**src/sv/assert_macros.svh**
```systemverilog
// Assertion shorthands for the viscoelastic contact block.
// Needs clk_i and rst_ni in the including scope.
`ifndef ASSERT_MACROS_SVH
`define ASSERT_MACROS_SVH

// Plain property, sampled on the rising edge, off while in reset.
`define VCF_ASSERT(lbl, prop, msg) \
  lbl: assert property (@(posedge clk_i) disable iff (!rst_ni) prop) else $error(msg);

// Antecedent this cycle implies consequent in the next one.
`define VCF_ASSERT_NEXT(lbl, ante, cons, msg) \
  lbl: assert property (@(posedge clk_i) disable iff (!rst_ni) (ante) |=> (cons)) \
    else $error(msg);

`endif

```
**src/sv/vcf_pkg.sv**
```systemverilog
// Shared types and constants of the viscoelastic contact force block.
// No dependencies.
package vcf_pkg;

  localparam int unsigned ARMS     = 1;   // Maxwell arms in use, 1..3
  localparam int unsigned MAX_ARMS = 3;
  localparam int unsigned ARM_W    = 2;
  localparam logic [ARM_W-1:0] LAST_ARM = ARM_W'(ARMS - 1);

  localparam int unsigned V_W   = 50;     // signed multiplier operand
  localparam int unsigned MAG_W = 50;     // product magnitude after scaling
  localparam int unsigned R_W   = 51;     // signed product
  localparam int unsigned ACC_W = 53;     // force / relaxed-height accumulator

  // register map, index = paddr[4:2]
  localparam logic [2:0] REG_EQ_K       = 3'd0;
  localparam logic [2:0] REG_INV_GLASSY = 3'd1;
  localparam logic [2:0] REG_ARM0_K     = 3'd2;
  localparam logic [2:0] REG_ARM0_RLX   = 3'd3;
  localparam logic [2:0] REG_ARM1_K     = 3'd4;
  localparam logic [2:0] REG_ARM1_RLX   = 3'd5;
  localparam logic [2:0] REG_ARM2_K     = 3'd6;
  localparam logic [2:0] REG_ARM2_RLX   = 3'd7;

  typedef struct packed {
    logic [31:0]                eq_k;
    logic [31:0]                inv_glassy;
    logic [MAX_ARMS-1:0][31:0]  arm_k;
    logic [MAX_ARMS-1:0][31:0]  arm_rlx;
  } cfg_t;

  typedef struct packed {
    logic                        start;
    logic                        sh32;   // 1: scale by 2^-32, 0: by 2^-16
    logic [31:0]                 k;
    logic signed [V_W-1:0]       v;
  } mul_req_t;

  typedef struct packed {
    logic              busy;
    logic              done;
    logic              neg;
    logic [MAG_W-1:0]  mag;
  } mul_rsp_t;

  typedef enum logic [2:0] {
    MUL_IDLE,
    MUL_LO,
    MUL_HI,
    MUL_SUM,
    MUL_DONE
  } mul_st_e;

  typedef enum logic [3:0] {
    SEQ_IDLE,
    SEQ_REL_GO,
    SEQ_REL_WT,
    SEQ_GLS_GO,
    SEQ_GLS_WT,
    SEQ_FEQ_GO,
    SEQ_FEQ_WT,
    SEQ_FARM_GO,
    SEQ_FARM_WT,
    SEQ_RLX_GO,
    SEQ_RLX_WT,
    SEQ_DONE
  } seq_st_e;

endpackage

```
**src/sv/vcf_regs.sv**
```systemverilog
// APB configuration registers of the viscoelastic contact block.
// Depends on vcf_pkg.
module vcf_regs (
  input  logic          clk_i,
  input  logic          rst_ni,
  input  logic          psel,
  input  logic          penable,
  input  logic          pwrite,
  input  logic [4:0]    paddr,
  input  logic [31:0]   pwdata,
  output logic [31:0]   prdata,
  output logic          pready,
  output vcf_pkg::cfg_t cfg_o
);
  import vcf_pkg::*;

  cfg_t       cfg_q;
  logic [2:0] idx;
  logic       wr_en;

  assign idx    = paddr[4:2];
  assign wr_en  = psel & penable & pwrite;
  assign pready = 1'b1;
  assign cfg_o  = cfg_q;

  always_ff @(posedge clk_i or negedge rst_ni) begin
    if (!rst_ni) begin
      cfg_q <= '0;
    end else if (wr_en) begin
      unique case (idx)
        REG_EQ_K:       cfg_q.eq_k       <= pwdata;
        REG_INV_GLASSY: cfg_q.inv_glassy <= pwdata;
        REG_ARM0_K:     cfg_q.arm_k[0]   <= pwdata;
        REG_ARM0_RLX:   cfg_q.arm_rlx[0] <= pwdata;
        REG_ARM1_K:     cfg_q.arm_k[1]   <= pwdata;
        REG_ARM1_RLX:   cfg_q.arm_rlx[1] <= pwdata;
        REG_ARM2_K:     cfg_q.arm_k[2]   <= pwdata;
        REG_ARM2_RLX:   cfg_q.arm_rlx[2] <= pwdata;
        default: ;
      endcase
    end
  end

  always_comb begin
    unique case (idx)
      REG_EQ_K:       prdata = cfg_q.eq_k;
      REG_INV_GLASSY: prdata = cfg_q.inv_glassy;
      REG_ARM0_K:     prdata = cfg_q.arm_k[0];
      REG_ARM0_RLX:   prdata = cfg_q.arm_rlx[0];
      REG_ARM1_K:     prdata = cfg_q.arm_k[1];
      REG_ARM1_RLX:   prdata = cfg_q.arm_rlx[1];
      REG_ARM2_K:     prdata = cfg_q.arm_k[2];
      REG_ARM2_RLX:   prdata = cfg_q.arm_rlx[2];
      default:        prdata = '0;
    endcase
  end

endmodule

```
**src/sv/vcf_mul.sv**
```systemverilog
// Shared scaled multiplier: |v| * k >> 16 or >> 32, truncated toward zero.
// One 32x32 multiplier used twice per request (low word, high word). Depends on vcf_pkg.
module vcf_mul (
  input  logic              clk_i,
  input  logic              rst_ni,
  input  vcf_pkg::mul_req_t req_i,
  output vcf_pkg::mul_rsp_t rsp_o
);
  import vcf_pkg::*;

  mul_st_e           st_q, st_d;
  logic [MAG_W-1:0]  opd_q;
  logic [31:0]       k_q;
  logic              sh32_q;
  logic              neg_q;
  logic [63:0]       lo_p_q;
  logic [49:0]       hi_p_q;
  logic [MAG_W-1:0]  mag_q;
  logic [31:0]       mul_a;
  logic [63:0]       prod;
  logic [65:0]       sum;
  logic [V_W-1:0]    v_abs;

  assign v_abs = req_i.v[V_W-1] ? V_W'(-req_i.v) : req_i.v;
  assign mul_a = (st_q == MUL_LO) ? opd_q[31:0] : {14'b0, opd_q[MAG_W-1:32]};
  assign prod  = {32'b0, mul_a} * {32'b0, k_q};
  assign sum   = sh32_q ? ({16'b0, hi_p_q} + {34'b0, lo_p_q[63:32]})
                        : ({hi_p_q, 16'b0} + {18'b0, lo_p_q[63:16]});

  always_comb begin
    st_d = st_q;
    unique case (st_q)
      MUL_IDLE: if (req_i.start) st_d = MUL_LO;
      MUL_LO:   st_d = MUL_HI;
      MUL_HI:   st_d = MUL_SUM;
      MUL_SUM:  st_d = MUL_DONE;
      MUL_DONE: st_d = MUL_IDLE;
      default:  st_d = MUL_IDLE;
    endcase
  end

  always_comb begin
    rsp_o.busy = (st_q != MUL_IDLE);
    rsp_o.done = (st_q == MUL_DONE);
    rsp_o.neg  = neg_q;
    rsp_o.mag  = mag_q;
  end

  always_ff @(posedge clk_i or negedge rst_ni) begin
    if (!rst_ni) begin
      st_q <= MUL_IDLE;
    end else begin
      st_q <= st_d;
    end
  end

  always_ff @(posedge clk_i) begin
    if (st_q == MUL_IDLE && req_i.start) begin
      opd_q  <= v_abs;
      neg_q  <= req_i.v[V_W-1];
      k_q    <= req_i.k;
      sh32_q <= req_i.sh32;
    end
    if (st_q == MUL_LO) lo_p_q <= prod;
    if (st_q == MUL_HI) hi_p_q <= prod[49:0];
    if (st_q == MUL_SUM) mag_q <= sum[MAG_W-1:0];
  end

endmodule

```
**src/sv/viscoelastic_contact_force_step_top.sv**
```systemverilog
// Top level of the viscoelastic contact force block: sequencer, state, output register.
// Depends on vcf_pkg, vcf_regs, vcf_mul and assert_macros.svh.
//
//  channel  | dir | fields (low bit up)
//  ---------+-----+-----------------------------------------------------------------
//  s_axis   | in  | tdata: tip_position[31:0]
//  m_axis   | out | tdata: contact_force[47:0], surface_position[79:48],
//           |     |        onset_position[111:80]; tuser: in_contact
//  apb      | cfg | 8 registers at 4*i, index paddr[4:2]
//
// Each request runs through one shared scaled multiplier; every product goes
// through issue, low word, high word, sum and hand back. Products per request:
// ARMS+1 when the tip is above the surface (relaxed height), ARMS+1 when in
// contact (force), ARMS (arm relaxation); plus accept and result steps. Reset
// clears the model, sequencer and output-valid state at once, not the data registers.
// A result waits in the output register; a stalled m_axis holds the sequencer
// in its final state, and s_axis_tready_o is high only when it is idle.
module viscoelastic_contact_force_step_top (
  input  logic          clk_i,
  input  logic          rst_ni,
  input  logic          s_axis_tvalid_i,
  output logic          s_axis_tready_o,
  input  logic [31:0]   s_axis_tdata_i,   // tip_position[31:0]
  output logic          m_axis_tvalid_o,
  input  logic          m_axis_tready_i,
  output logic [111:0]  m_axis_tdata_o,   // contact_force, surface_position, onset_position
  output logic          m_axis_tuser_o,   // in_contact
  input  logic          psel,
  input  logic          penable,
  input  logic          pwrite,
  input  logic [4:0]    paddr,
  input  logic [31:0]   pwdata,
  output logic [31:0]   prdata,
  output logic          pready
);
  import vcf_pkg::*;

  `include "assert_macros.svh"

  cfg_t     cfg;
  mul_req_t mul_req;
  mul_rsp_t mul_rsp;

  vcf_regs u_regs (
    .clk_i   (clk_i),
    .rst_ni  (rst_ni),
    .psel    (psel),
    .penable (penable),
    .pwrite  (pwrite),
    .paddr   (paddr),
    .pwdata  (pwdata),
    .prdata  (prdata),
    .pready  (pready),
    .cfg_o   (cfg)
  );

  vcf_mul u_mul (
    .clk_i  (clk_i),
    .rst_ni (rst_ni),
    .req_i  (mul_req),
    .rsp_o  (mul_rsp)
  );

  // model state
  logic signed [31:0]      surface_q;
  logic signed [31:0]      last_tip_q;
  logic signed [31:0]      onset_q;
  logic signed [31:0]      dash_q [MAX_ARMS];
  // per-request working registers
  logic signed [31:0]      tip_q;
  logic signed [31:0]      xb_q;
  logic                    contact_q;
  logic signed [ACC_W-1:0] acc_q;
  logic [ARM_W-1:0]        arm_q;
  // output register
  logic                    out_valid_q;
  logic [47:0]             out_force_q;
  logic [31:0]             out_surf_q;
  logic [31:0]             out_onset_q;
  logic                    out_contact_q;

  seq_st_e st_q, st_d;

  logic signed [31:0]      tip_in;
  logic                    accept;
  logic                    tip_above;
  logic signed [R_W-1:0]   mval;       // signed product from the shared unit
  logic signed [32:0]      arm_diff;   // xb - dashpot of the current arm
  logic                    last_arm;
  logic                    relaxed_gt;
  logic signed [ACC_W-1:0] neg_acc;
  logic [47:0]             force_sat;
  logic [31:0]             relaxed_sat;
  logic                    out_free;
  logic                    out_load;

  assign tip_in    = s_axis_tdata_i;
  assign accept    = s_axis_tvalid_i & s_axis_tready_o;
  assign tip_above = tip_in > surface_q;
  assign mval      = mul_rsp.neg ? -$signed({1'b0, mul_rsp.mag}) : $signed({1'b0, mul_rsp.mag});
  assign arm_diff  = {xb_q[31], xb_q} - {dash_q[arm_q][31], dash_q[arm_q]};
  assign last_arm  = (arm_q == LAST_ARM);
  assign relaxed_gt = mval > R_W'(tip_q);
  assign out_free  = !out_valid_q || m_axis_tready_i;

  // Relaxed height clipped to 32 bits when it becomes the surface position.
  always_comb begin
    if (mval[R_W-1:31] == '0 || mval[R_W-1:31] == '1) begin
      relaxed_sat = mval[31:0];
    end else if (mval[R_W-1]) begin
      relaxed_sat = 32'h8000_0000;
    end else begin
      relaxed_sat = 32'h7FFF_FFFF;
    end
  end

  // Force is the negated sum, clipped to 48 bits.
  assign neg_acc = -acc_q;
  always_comb begin
    if (neg_acc[ACC_W-1:47] == '0 || neg_acc[ACC_W-1:47] == '1) begin
      force_sat = neg_acc[47:0];
    end else if (neg_acc[ACC_W-1]) begin
      force_sat = 48'h8000_0000_0000;
    end else begin
      force_sat = 48'h7FFF_FFFF_FFFF;
    end
  end

  // next state
  always_comb begin
    st_d = st_q;
    unique case (st_q)
      SEQ_IDLE:    if (s_axis_tvalid_i) st_d = tip_above ? SEQ_REL_GO : SEQ_FEQ_GO;
      SEQ_REL_GO:  st_d = SEQ_REL_WT;
      SEQ_REL_WT:  if (mul_rsp.done) st_d = last_arm ? SEQ_GLS_GO : SEQ_REL_GO;
      SEQ_GLS_GO:  st_d = SEQ_GLS_WT;
      SEQ_GLS_WT:  if (mul_rsp.done) st_d = relaxed_gt ? SEQ_FEQ_GO : SEQ_RLX_GO;
      SEQ_FEQ_GO:  st_d = SEQ_FEQ_WT;
      SEQ_FEQ_WT:  if (mul_rsp.done) st_d = SEQ_FARM_GO;
      SEQ_FARM_GO: st_d = SEQ_FARM_WT;
      SEQ_FARM_WT: if (mul_rsp.done) st_d = last_arm ? SEQ_RLX_GO : SEQ_FARM_GO;
      SEQ_RLX_GO:  st_d = SEQ_RLX_WT;
      SEQ_RLX_WT:  if (mul_rsp.done) st_d = last_arm ? SEQ_DONE : SEQ_RLX_GO;
      SEQ_DONE:    if (out_free) st_d = SEQ_IDLE;
      default:     st_d = SEQ_IDLE;
    endcase
  end

  // outputs of the sequencer: handshake and multiplier operands
  always_comb begin
    s_axis_tready_o = (st_q == SEQ_IDLE);
    out_load        = (st_q == SEQ_DONE) && out_free;
    mul_req         = '0;
    unique case (st_q)
      SEQ_REL_GO: begin
        mul_req.start = 1'b1;
        mul_req.v     = V_W'(dash_q[arm_q]);
        mul_req.k     = cfg.arm_k[arm_q];
      end
      SEQ_GLS_GO: begin
        mul_req.start = 1'b1;
        mul_req.sh32  = 1'b1;
        mul_req.v     = acc_q[V_W-1:0];
        mul_req.k     = cfg.inv_glassy;
      end
      SEQ_FEQ_GO: begin
        mul_req.start = 1'b1;
        mul_req.v     = V_W'(xb_q);
        mul_req.k     = cfg.eq_k;
      end
      SEQ_FARM_GO: begin
        mul_req.start = 1'b1;
        mul_req.v     = V_W'(arm_diff);
        mul_req.k     = cfg.arm_k[arm_q];
      end
      SEQ_RLX_GO: begin
        mul_req.start = 1'b1;
        mul_req.sh32  = 1'b1;
        mul_req.v     = V_W'(arm_diff);
        mul_req.k     = cfg.arm_rlx[arm_q];
      end
      default: ;
    endcase
  end

  always_ff @(posedge clk_i or negedge rst_ni) begin
    if (!rst_ni) begin
      st_q       <= SEQ_IDLE;
      surface_q  <= '0;
      last_tip_q <= '0;
      onset_q    <= '0;
      for (int i = 0; i < MAX_ARMS; i++) dash_q[i] <= '0;
      tip_q      <= '0;
      xb_q       <= '0;
      contact_q  <= 1'b0;
      acc_q      <= '0;
      arm_q      <= '0;
    end else begin
      st_q <= st_d;
      if (accept) begin
        tip_q      <= tip_in;
        last_tip_q <= tip_in;
        acc_q      <= '0;
        arm_q      <= '0;
        if (!tip_above) begin
          // tip at or below the surface: pinned; onset only if it was above before
          contact_q <= 1'b1;
          xb_q      <= tip_in;
          if (last_tip_q > surface_q) onset_q <= surface_q;
        end
      end
      if (mul_rsp.done) begin
        unique case (st_q)
          SEQ_REL_WT, SEQ_FARM_WT: begin
            acc_q <= acc_q + ACC_W'(mval);
            arm_q <= last_arm ? '0 : arm_q + 1'b1;
          end
          SEQ_FEQ_WT: acc_q <= acc_q + ACC_W'(mval);
          SEQ_GLS_WT: begin
            acc_q <= '0;
            if (relaxed_gt) begin
              contact_q <= 1'b1;     // relaxed surface would pass the tip
              xb_q      <= tip_q;
            end else begin
              contact_q <= 1'b0;     // free relaxation
              xb_q      <= relaxed_sat;
            end
          end
          SEQ_RLX_WT: begin
            dash_q[arm_q] <= dash_q[arm_q] + mval[31:0];
            arm_q         <= last_arm ? '0 : arm_q + 1'b1;
          end
          default: ;
        endcase
      end
      if (out_load) surface_q <= xb_q;
    end
  end

  // output register
  always_ff @(posedge clk_i or negedge rst_ni) begin
    if (!rst_ni) begin
      out_valid_q <= 1'b0;
    end else if (out_load) begin
      out_valid_q <= 1'b1;
    end else if (m_axis_tready_i) begin
      out_valid_q <= 1'b0;
    end
  end

  always_ff @(posedge clk_i) begin
    if (out_load) begin
      out_force_q   <= contact_q ? force_sat : '0;
      out_surf_q    <= xb_q;
      out_onset_q   <= onset_q;
      out_contact_q <= contact_q;
    end
  end

  assign m_axis_tvalid_o = out_valid_q;
  assign m_axis_tdata_o  = {out_onset_q, out_surf_q, out_force_q};
  assign m_axis_tuser_o  = out_contact_q;

  // checks
  `VCF_ASSERT(a_idle_unit_free, s_axis_tready_o |-> !mul_rsp.busy,
              "input taken while the multiplier is still working")
  `VCF_ASSERT_NEXT(a_busy_after_accept, accept, !s_axis_tready_o,
                   "ready stayed high after a request was accepted")
  `VCF_ASSERT(a_done_when_waiting, mul_rsp.done |-> (st_q == SEQ_REL_WT ||
              st_q == SEQ_GLS_WT || st_q == SEQ_FEQ_WT || st_q == SEQ_FARM_WT ||
              st_q == SEQ_RLX_WT), "product returned with nobody waiting")
  `VCF_ASSERT(a_arm_in_range, arm_q <= LAST_ARM, "arm index beyond the arms in use")

endmodule
```
**config.mk**
```make
export PLATFORM = sky130hd
export DESIGN_NAME = viscoelastic_contact_force_step_top
export DESIGN_NICKNAME = d
export VERILOG_FILES = /design/src/sv/vcf_pkg.sv /design/src/sv/vcf_regs.sv /design/src/sv/vcf_mul.sv /design/src/sv/viscoelastic_contact_force_step_top.sv
export VERILOG_INCLUDE_DIRS = /design/src /design/src/sv
export SDC_FILE = /design/constraint.sdc
export NUM_CORES = 2
export LEC_CHECK = 0
export BUFFER_PORTS_ARGS = -buffer_cell sky130_fd_sc_hd__buf_2
export CAP_MARGIN = 20
export CORE_ASPECT_RATIO = 0.9
export CORE_UTILIZATION = 40
export DETAILED_ROUTE_END_ITERATION = 7
export PLACE_DENSITY_LB_ADDON = 0.08
export REMOVE_ABC_BUFFERS = 1
export SLEW_MARGIN = 10
export SYNTH_ARGS = -nofsm -noshare
export SYNTH_HDL_FRONTEND = slang
export SYNTH_HIERARCHICAL = 1
export SYNTH_SLANG_ARGS = --single-unit
```
**constraint.sdc**
```tcl
create_clock -name clk_i -period 21.3 [get_ports clk_i]
set_input_delay 1.065 -clock clk_i [delete_from_list [all_inputs] [get_ports clk_i]]
set_output_delay 1.065 -clock clk_i [all_outputs]
set_load 0.01 [all_outputs]
```
---- After elaboration in Yosys (flattened, before gate mapping) ----
Index checks and enable logic that the tools add are counted.
operators by class
  $add $sub $neg .......................... 9
  multiply operators ...................... 1
  $lt $le $gt $ge ......................... 6
  equal/unequal tests ..................... 32
  multiplexer cells ....................... 56
  bitwise logic cells ..................... 5
  reductions and logical operators ........ 29
operator list
  operator                                                    number
  32-bit two-way mux                                          13
  82-bit case mux with 5 select lines                         1
  32-bit case mux with 8 select lines                         1
  32-bit binary-select mux with 2-bit select                  3
  53-bit two-way mux                                          2
  53-bit case mux with 2 select lines                         1
  96-bit bitwise mux                                          1
  48-bit two-way mux                                          2
  32-bit demux with 2-bit select                              1
  32-bit greater-than comparator                              2
  32-bit by 32-bit multiplier with 64-bit output              1
  53-bit by 51-bit adder with 53-bit output                   1
  53-bit negation                                             1
  51-bit by 32-bit greater-than comparator with 1-bit output  1
  51-bit two-way mux                                          1
  50-bit negation with 51-bit output                          1
  50-bit by 32-bit adder with 50-bit output                   1
  50-bit by 48-bit adder with 50-bit output                   1
  50-bit two-way mux                                          1
  50-bit negation                                             1
  49-bit two-way mux                                          1
  4-bit case mux with 12 select lines                         1
  4-bit two-way mux                                           9
  32-bit by 32-bit subtractor with 33-bit output              1
  38 further kinds                                            89
word-level totals
  register bits ........................... 905
  input bits .............................. 76
  word-level logic and storage cells ...... 171

---- Longest topological paths before layout ----
  word-level depth ........................ 8
  mapped depth ............................ 33

---- Modules after synthesis ----
The synthesis kept the hierarchy.
modules (own cells, without submodules)
  module                               instances  cells each  area each (um^2)  sequential area each (um^2)
  vcf_mul                              1          4618        44675.3           7041.8
  viscoelastic_contact_force_step_top  1          3157        29425.7           10525.1
  vcf_regs                             1          820         11551.1           6406.1

---- Worst setup path before layout ----
No wires, ideal clock.
  kind .................................... register to register
  start point ............................. reg u_mul.st_q[1]
  end point ............................... reg u_mul.lo_p_q[60] (data pin)
  setup time .............................. 0.274 ns
  arrival time ............................ 9.181 ns
  required time ........................... 21.026 ns
  path slack .............................. 11.845 ns
  stages on the path, launching flop included .. 29
  clock period less this slack ............ 9.455 ns
  cell sequence ........................... dfrtp_1 -> nor3b_1 -> clkbuf_1 -> clkbuf_1 -> clkbuf_1 -> and3_1 -> fa_1 -> fa_1 -> inv_1 -> fa_1 -> fa_1 -> inv_1 -> fa_1 -> inv_1 -> fa_1 -> fa_1 -> fa_1 -> inv_1 -> ha_1 -> clkbuf_1 -> nand2_1 -> o21ai_0 -> a21oi_1 -> nor3_1 -> nor3_1 -> o21a_1 -> o21a_1 -> o41ai_1 -> xor2_1
between the ends
  word-level cells in the longest chain between the ends .. 3
ends and longest elaborated chain
  what                                            RTL line       source
  start, declared                                 vcf_mul.sv:11  mul_st_e st_q, st_d;
  start signal, assigned                          vcf_mul.sv:53  st_q <= st_d;
  3-bit by 1-bit == test with 1-bit output        vcf_mul.sv:25  assign mul_a = (st_q == MUL_LO) ? opd_q[31:0] : {14'b0, opd_q[MAG_W-1:32]};
  32-bit two-way mux                              vcf_mul.sv:25
  32-bit by 32-bit multiplier with 64-bit output  vcf_mul.sv:26  assign prod = {32'b0, mul_a} * {32'b0, k_q};
  named net u_mul.prod[60]                        vcf_mul.sv:20  logic [63:0] prod;
  end signal, assigned                            vcf_mul.sv:64  if (st_q == MUL_LO) lo_p_q <= prod;
  end, declared                                   vcf_mul.sv:16  logic [63:0] lo_p_q;
The timed path passes the listed nets, and every way through them passes these cells.
A chain may end at the register's enable or synchronous reset.

---- Worst setup path in the final report ----
  start point ............................. reg u_mul.st_q[1]
  end point ............................... reg u_mul.lo_p_q[56] (data pin)
Same word-level chain as after synthesis.

==> impl_metrics.csv <==
group,metric,value,unit
status,status,"finished, final reports clean",
placement,dpl.hpwl,207000,µm
synthesis,synth_compound_area_share,11.4,%
clock_tree,clk_path_buf_depth,3,
synthesis,synth-xor-area-share,3.56,%
routing,wl_met1,131000,µm
routing,drtPass1Iterations,6,
critical_path,slowest_stage,"nor3b_2",
floorplanning,io_pins,224,
synthesis,synthCells,8595,
floorplanning,initial_core_util,40.4,%
routing,ant_nets,0,
synthesis,synthArstFlopShare,61.2,%
clock_tree,htree_levels,3,
floorplanning,die_height,441,µm
clock_tree,cts_sinks,889,
critical_path,critical-path-top-delay-family,"adder cells",
synthesis,synth_edf_count,345,
synthesis,synth_top_family_by_area,"adder cells",
sta,fin_crit_sh,53.9,%
routing,dr.max_layer_used,"met5",
grt,grt_max_degree,168,
sta,fin_crit,11.49,ns
synthesis,yosysWarnings,6,
cells_and_area,multi_input_area,55500,µm²
cells_and_area,drive_above_1_share,12.0,%
cells_and_area,n_fill_cell,20300,
critical_path,slowest_delay,0.82,ns
sta,finClkSkew,0.0794,ns
clock_tree,cts_hold_buf,0,
critical_path,worstSetupEndpointType,"flip-flop",
min_path,hold_path.class,"in2async",
grt,grt_usage,25.9,%
grt,grt_first_pass_wirelength,423000,µm
synthesis,synth.most_common_cell,"inv_1",
critical_path,cp_data_required_time,21.78,ns
synthesis,avgSynthCellArea,9.97,µm²
clock_tree,post-cts-setup-buffers,0,
grt,overflow,0,
critical_path,start_kind,"flip-flop",
synthesis,ys_seq_area_share,28.0,%
sta,max_freq,87.1,MHz
cells_and_area,areaGrowthSynthToFinish,8.74,%
critical_path,critical_path_class,"reg2reg",
critical_path,arrival,11.97,ns
sta,worst_pin_slew,1.11,ns
placement,numPortBuffers,220,
job,drv_cap,0,
synthesis,synth_mux_area_share,8.17,%
routing,route.detailed.drc,0,
clock_tree,cts_resized,0,
clock_tree,cts-root-buf,"clkbuf_16",
cells_and_area,nNetsFinal,10100,
synthesis,synth_simple_gate_area_share,12.7,%
clock_tree,cts_tree,"done",
placement,gp_congestion,0.935,
grt,grt_pass1_vias,65900,
synthesis,yosys-top-cells-area,"fa_1, dfrtp_1, edfxtp_1",
routing,viasPerCell,5.57,
synthesis,ys.flop_type,"dfrtp_1",
cells_and_area,regArea,24000,µm²
synthesis,synth_top_area_share,21.0,%
critical_path,worstPathMaxFanout,71,
clock_tree,clkTransAtPathRegs,0.07,ns
sta,rsz0062_at_grt,"false",
grt,antenna_found_initial,26,
clock_tree,clk_latency,0.77,ns
floorplanning,core.rowCount,160,
floorplanning,die_w,490,µm
sta,slew_viol_final,0,
cells_and_area,utilization,43.9,%
routing,wl,277000,µm
routing,wl_met3,15800,µm
synthesis,yosys.cell_types.count,96,
routing,wl_per_cell,24.1,µm
sta,relSlewSlack,25.2,%
floorplanning,coreArea,212000,µm²
routing,vias,64100,
synthesis,synth_common_cells,"inv_1, nand2_1, fa_1",
sta,setup_viol,0,
floorplanning,die_area,216000,µm²
synthesis,ys_ff_latch,889,
critical_path,cp_num_buf_inv,5,
sta,hold_viol_final,0,
routing,dr_wl_met2,125000,µm
synthesis,yosysTopAreaCell,"fa_1",
clock_tree,cts_made_buffers,103,
synthesis,syn_area,85700,µm²
routing,drt-initial-drc-count,5184,
synthesis,synth_adder_area_share,28.8,%
critical_path,cpMostUsedCell,"fa_1",
[sequential cells by signal, summed over array words and instances, names as in the netlist, 48 cells and up]
signal	flops
u_mul/mag_q	50
out_force_q	48
u_mul/hi_p_q	50
u_mul/opd_q	50
dash_q	96
u_mul/lo_p_q	48
u_regs/cfg_o	256
acc_q	53
[placed cells by master (no fill, tap or decap), types with 33 or more instances in the layout]
cell type and count:
edfxtp_1 345, o31ai_1 44, a221oi_1 35, and3_1 241
nor2_1 186, buf_4 135, mux2_2 407, nor3_1 73
a22o_1 44, xnor2_1 206, o21a_1 41, a21o_1 155
buf_2 218, inv_1 1157, o22ai_1 41, clkbuf_16 104
a22oi_1 57, mux2i_1 201, nand3_1 63, nand4_1 61
o21ai_0 371, a21oi_1 286, ha_1 532, nor2b_1 33
xor2_1 142, a222oi_1 39, mux2_1 36, nand2_1 943
o22a_1 33, nand2b_1 49, dfrtp_1 542, and2_1 358
fa_1 900
[final timing paths]
kind	startpoint	end	slack [ns]	cells after the start
setup / recovery	u_mul/st_q[1]$_DFFE_PN0P_	u_mul/lo_p_q[56]$_DFFE_PP_	9.81	26
hold / removal	rst_ni	onset_q[14]$_DFFE_PN0P_	0.24	1
min in group clk_i	onset_q[1]$_DFFE_PN0P_	out_onset_q[1]$_DFFE_PP_	0.44	0
max in group asynchronous	rst_ni	arm_q[1]$_DFF_PN0_	18.75	3
hold reg to reg	onset_q[1]$_DFFE_PN0P_	out_onset_q[1]$_DFFE_PP_	0.44	0
setup reg to reg	u_mul/st_q[1]$_DFFE_PN0P_	u_mul/lo_p_q[56]$_DFFE_PP_	9.81	26
[worst reg2reg max path, stage by stage, from the launching register on]
cell       delay, ns
dfrtp_1         0.44
nor3b_2         0.82
buf_4           0.71
mux2_2          0.75
and2_1          0.37
fa_1            0.54
inv_1           0.06
fa_1            0.50
fa_1            0.54
fa_1            0.50
inv_1           0.05
fa_1            0.52
fa_1            0.44
fa_1            0.54
inv_1           0.06
fa_1            0.54
inv_1           0.05
ha_1            0.41
nand2_1         0.15
or3_1           0.41
a211o_1         0.27
o21ai_0         0.52
a32oi_1         0.29
o21a_1          0.31
o21ai_0         0.68
a2111oi_0       0.25
a2111oi_0       0.51
[layout make-up]
type	instances	area share (%)
Multi-Input combinational cell	6053	59.6
Sequential cell	889	25.7
Inverter	1158	4.67
Tap cell	2835	3.81
Clock buffer	136	3.02
Timing Repair Buffer	358	2.37
Clock inverter	57	0.795
Antenna cell	9	0.0242
[routing by layer]
layer | vias up | GRT usage [%]
met4 | 10 | 5.59
met1 | 33100 | 37.9
met5 | - | 0
met3 | 279 | 3.26
met2 | 1768 | 40.9
li1 | 28900 | -
[stage by stage]
step / hold slack [ns] / setup TNS, ns / setup slack (ns) / cell area, µm² / cells
finish: 0.240 / 0 / 9.81 / 93100 / 11500
CTS: 0.233 / 0 / 9.71 / 93100 / 11500
detailed placement: 0.430 / 0 / 9.75 / 89500 / 11300
global route: 0.269 / 0 / 9.21 / 93100 / 11500
floorplan: 0.421 / -20.17 / -1.07 / 83600 / 8100
global placement: 0.429 / 0 / 9.66 / 89500 / 11300
[kinds of logic after synthesis]
logic type | after synthesis
and+or+nand+nor | 2186
buffers and inverters | 1653
AOI/OAI and AO/OA | 1442
adders and majority gates | 1432
DFF | 889
muxes | 644
xor gates and xnor gates | 348
other | 1
Power is left out: the tool's default activity adds up to more than one toggle a clock period on the data nets, which glitch-free logic cannot reach.
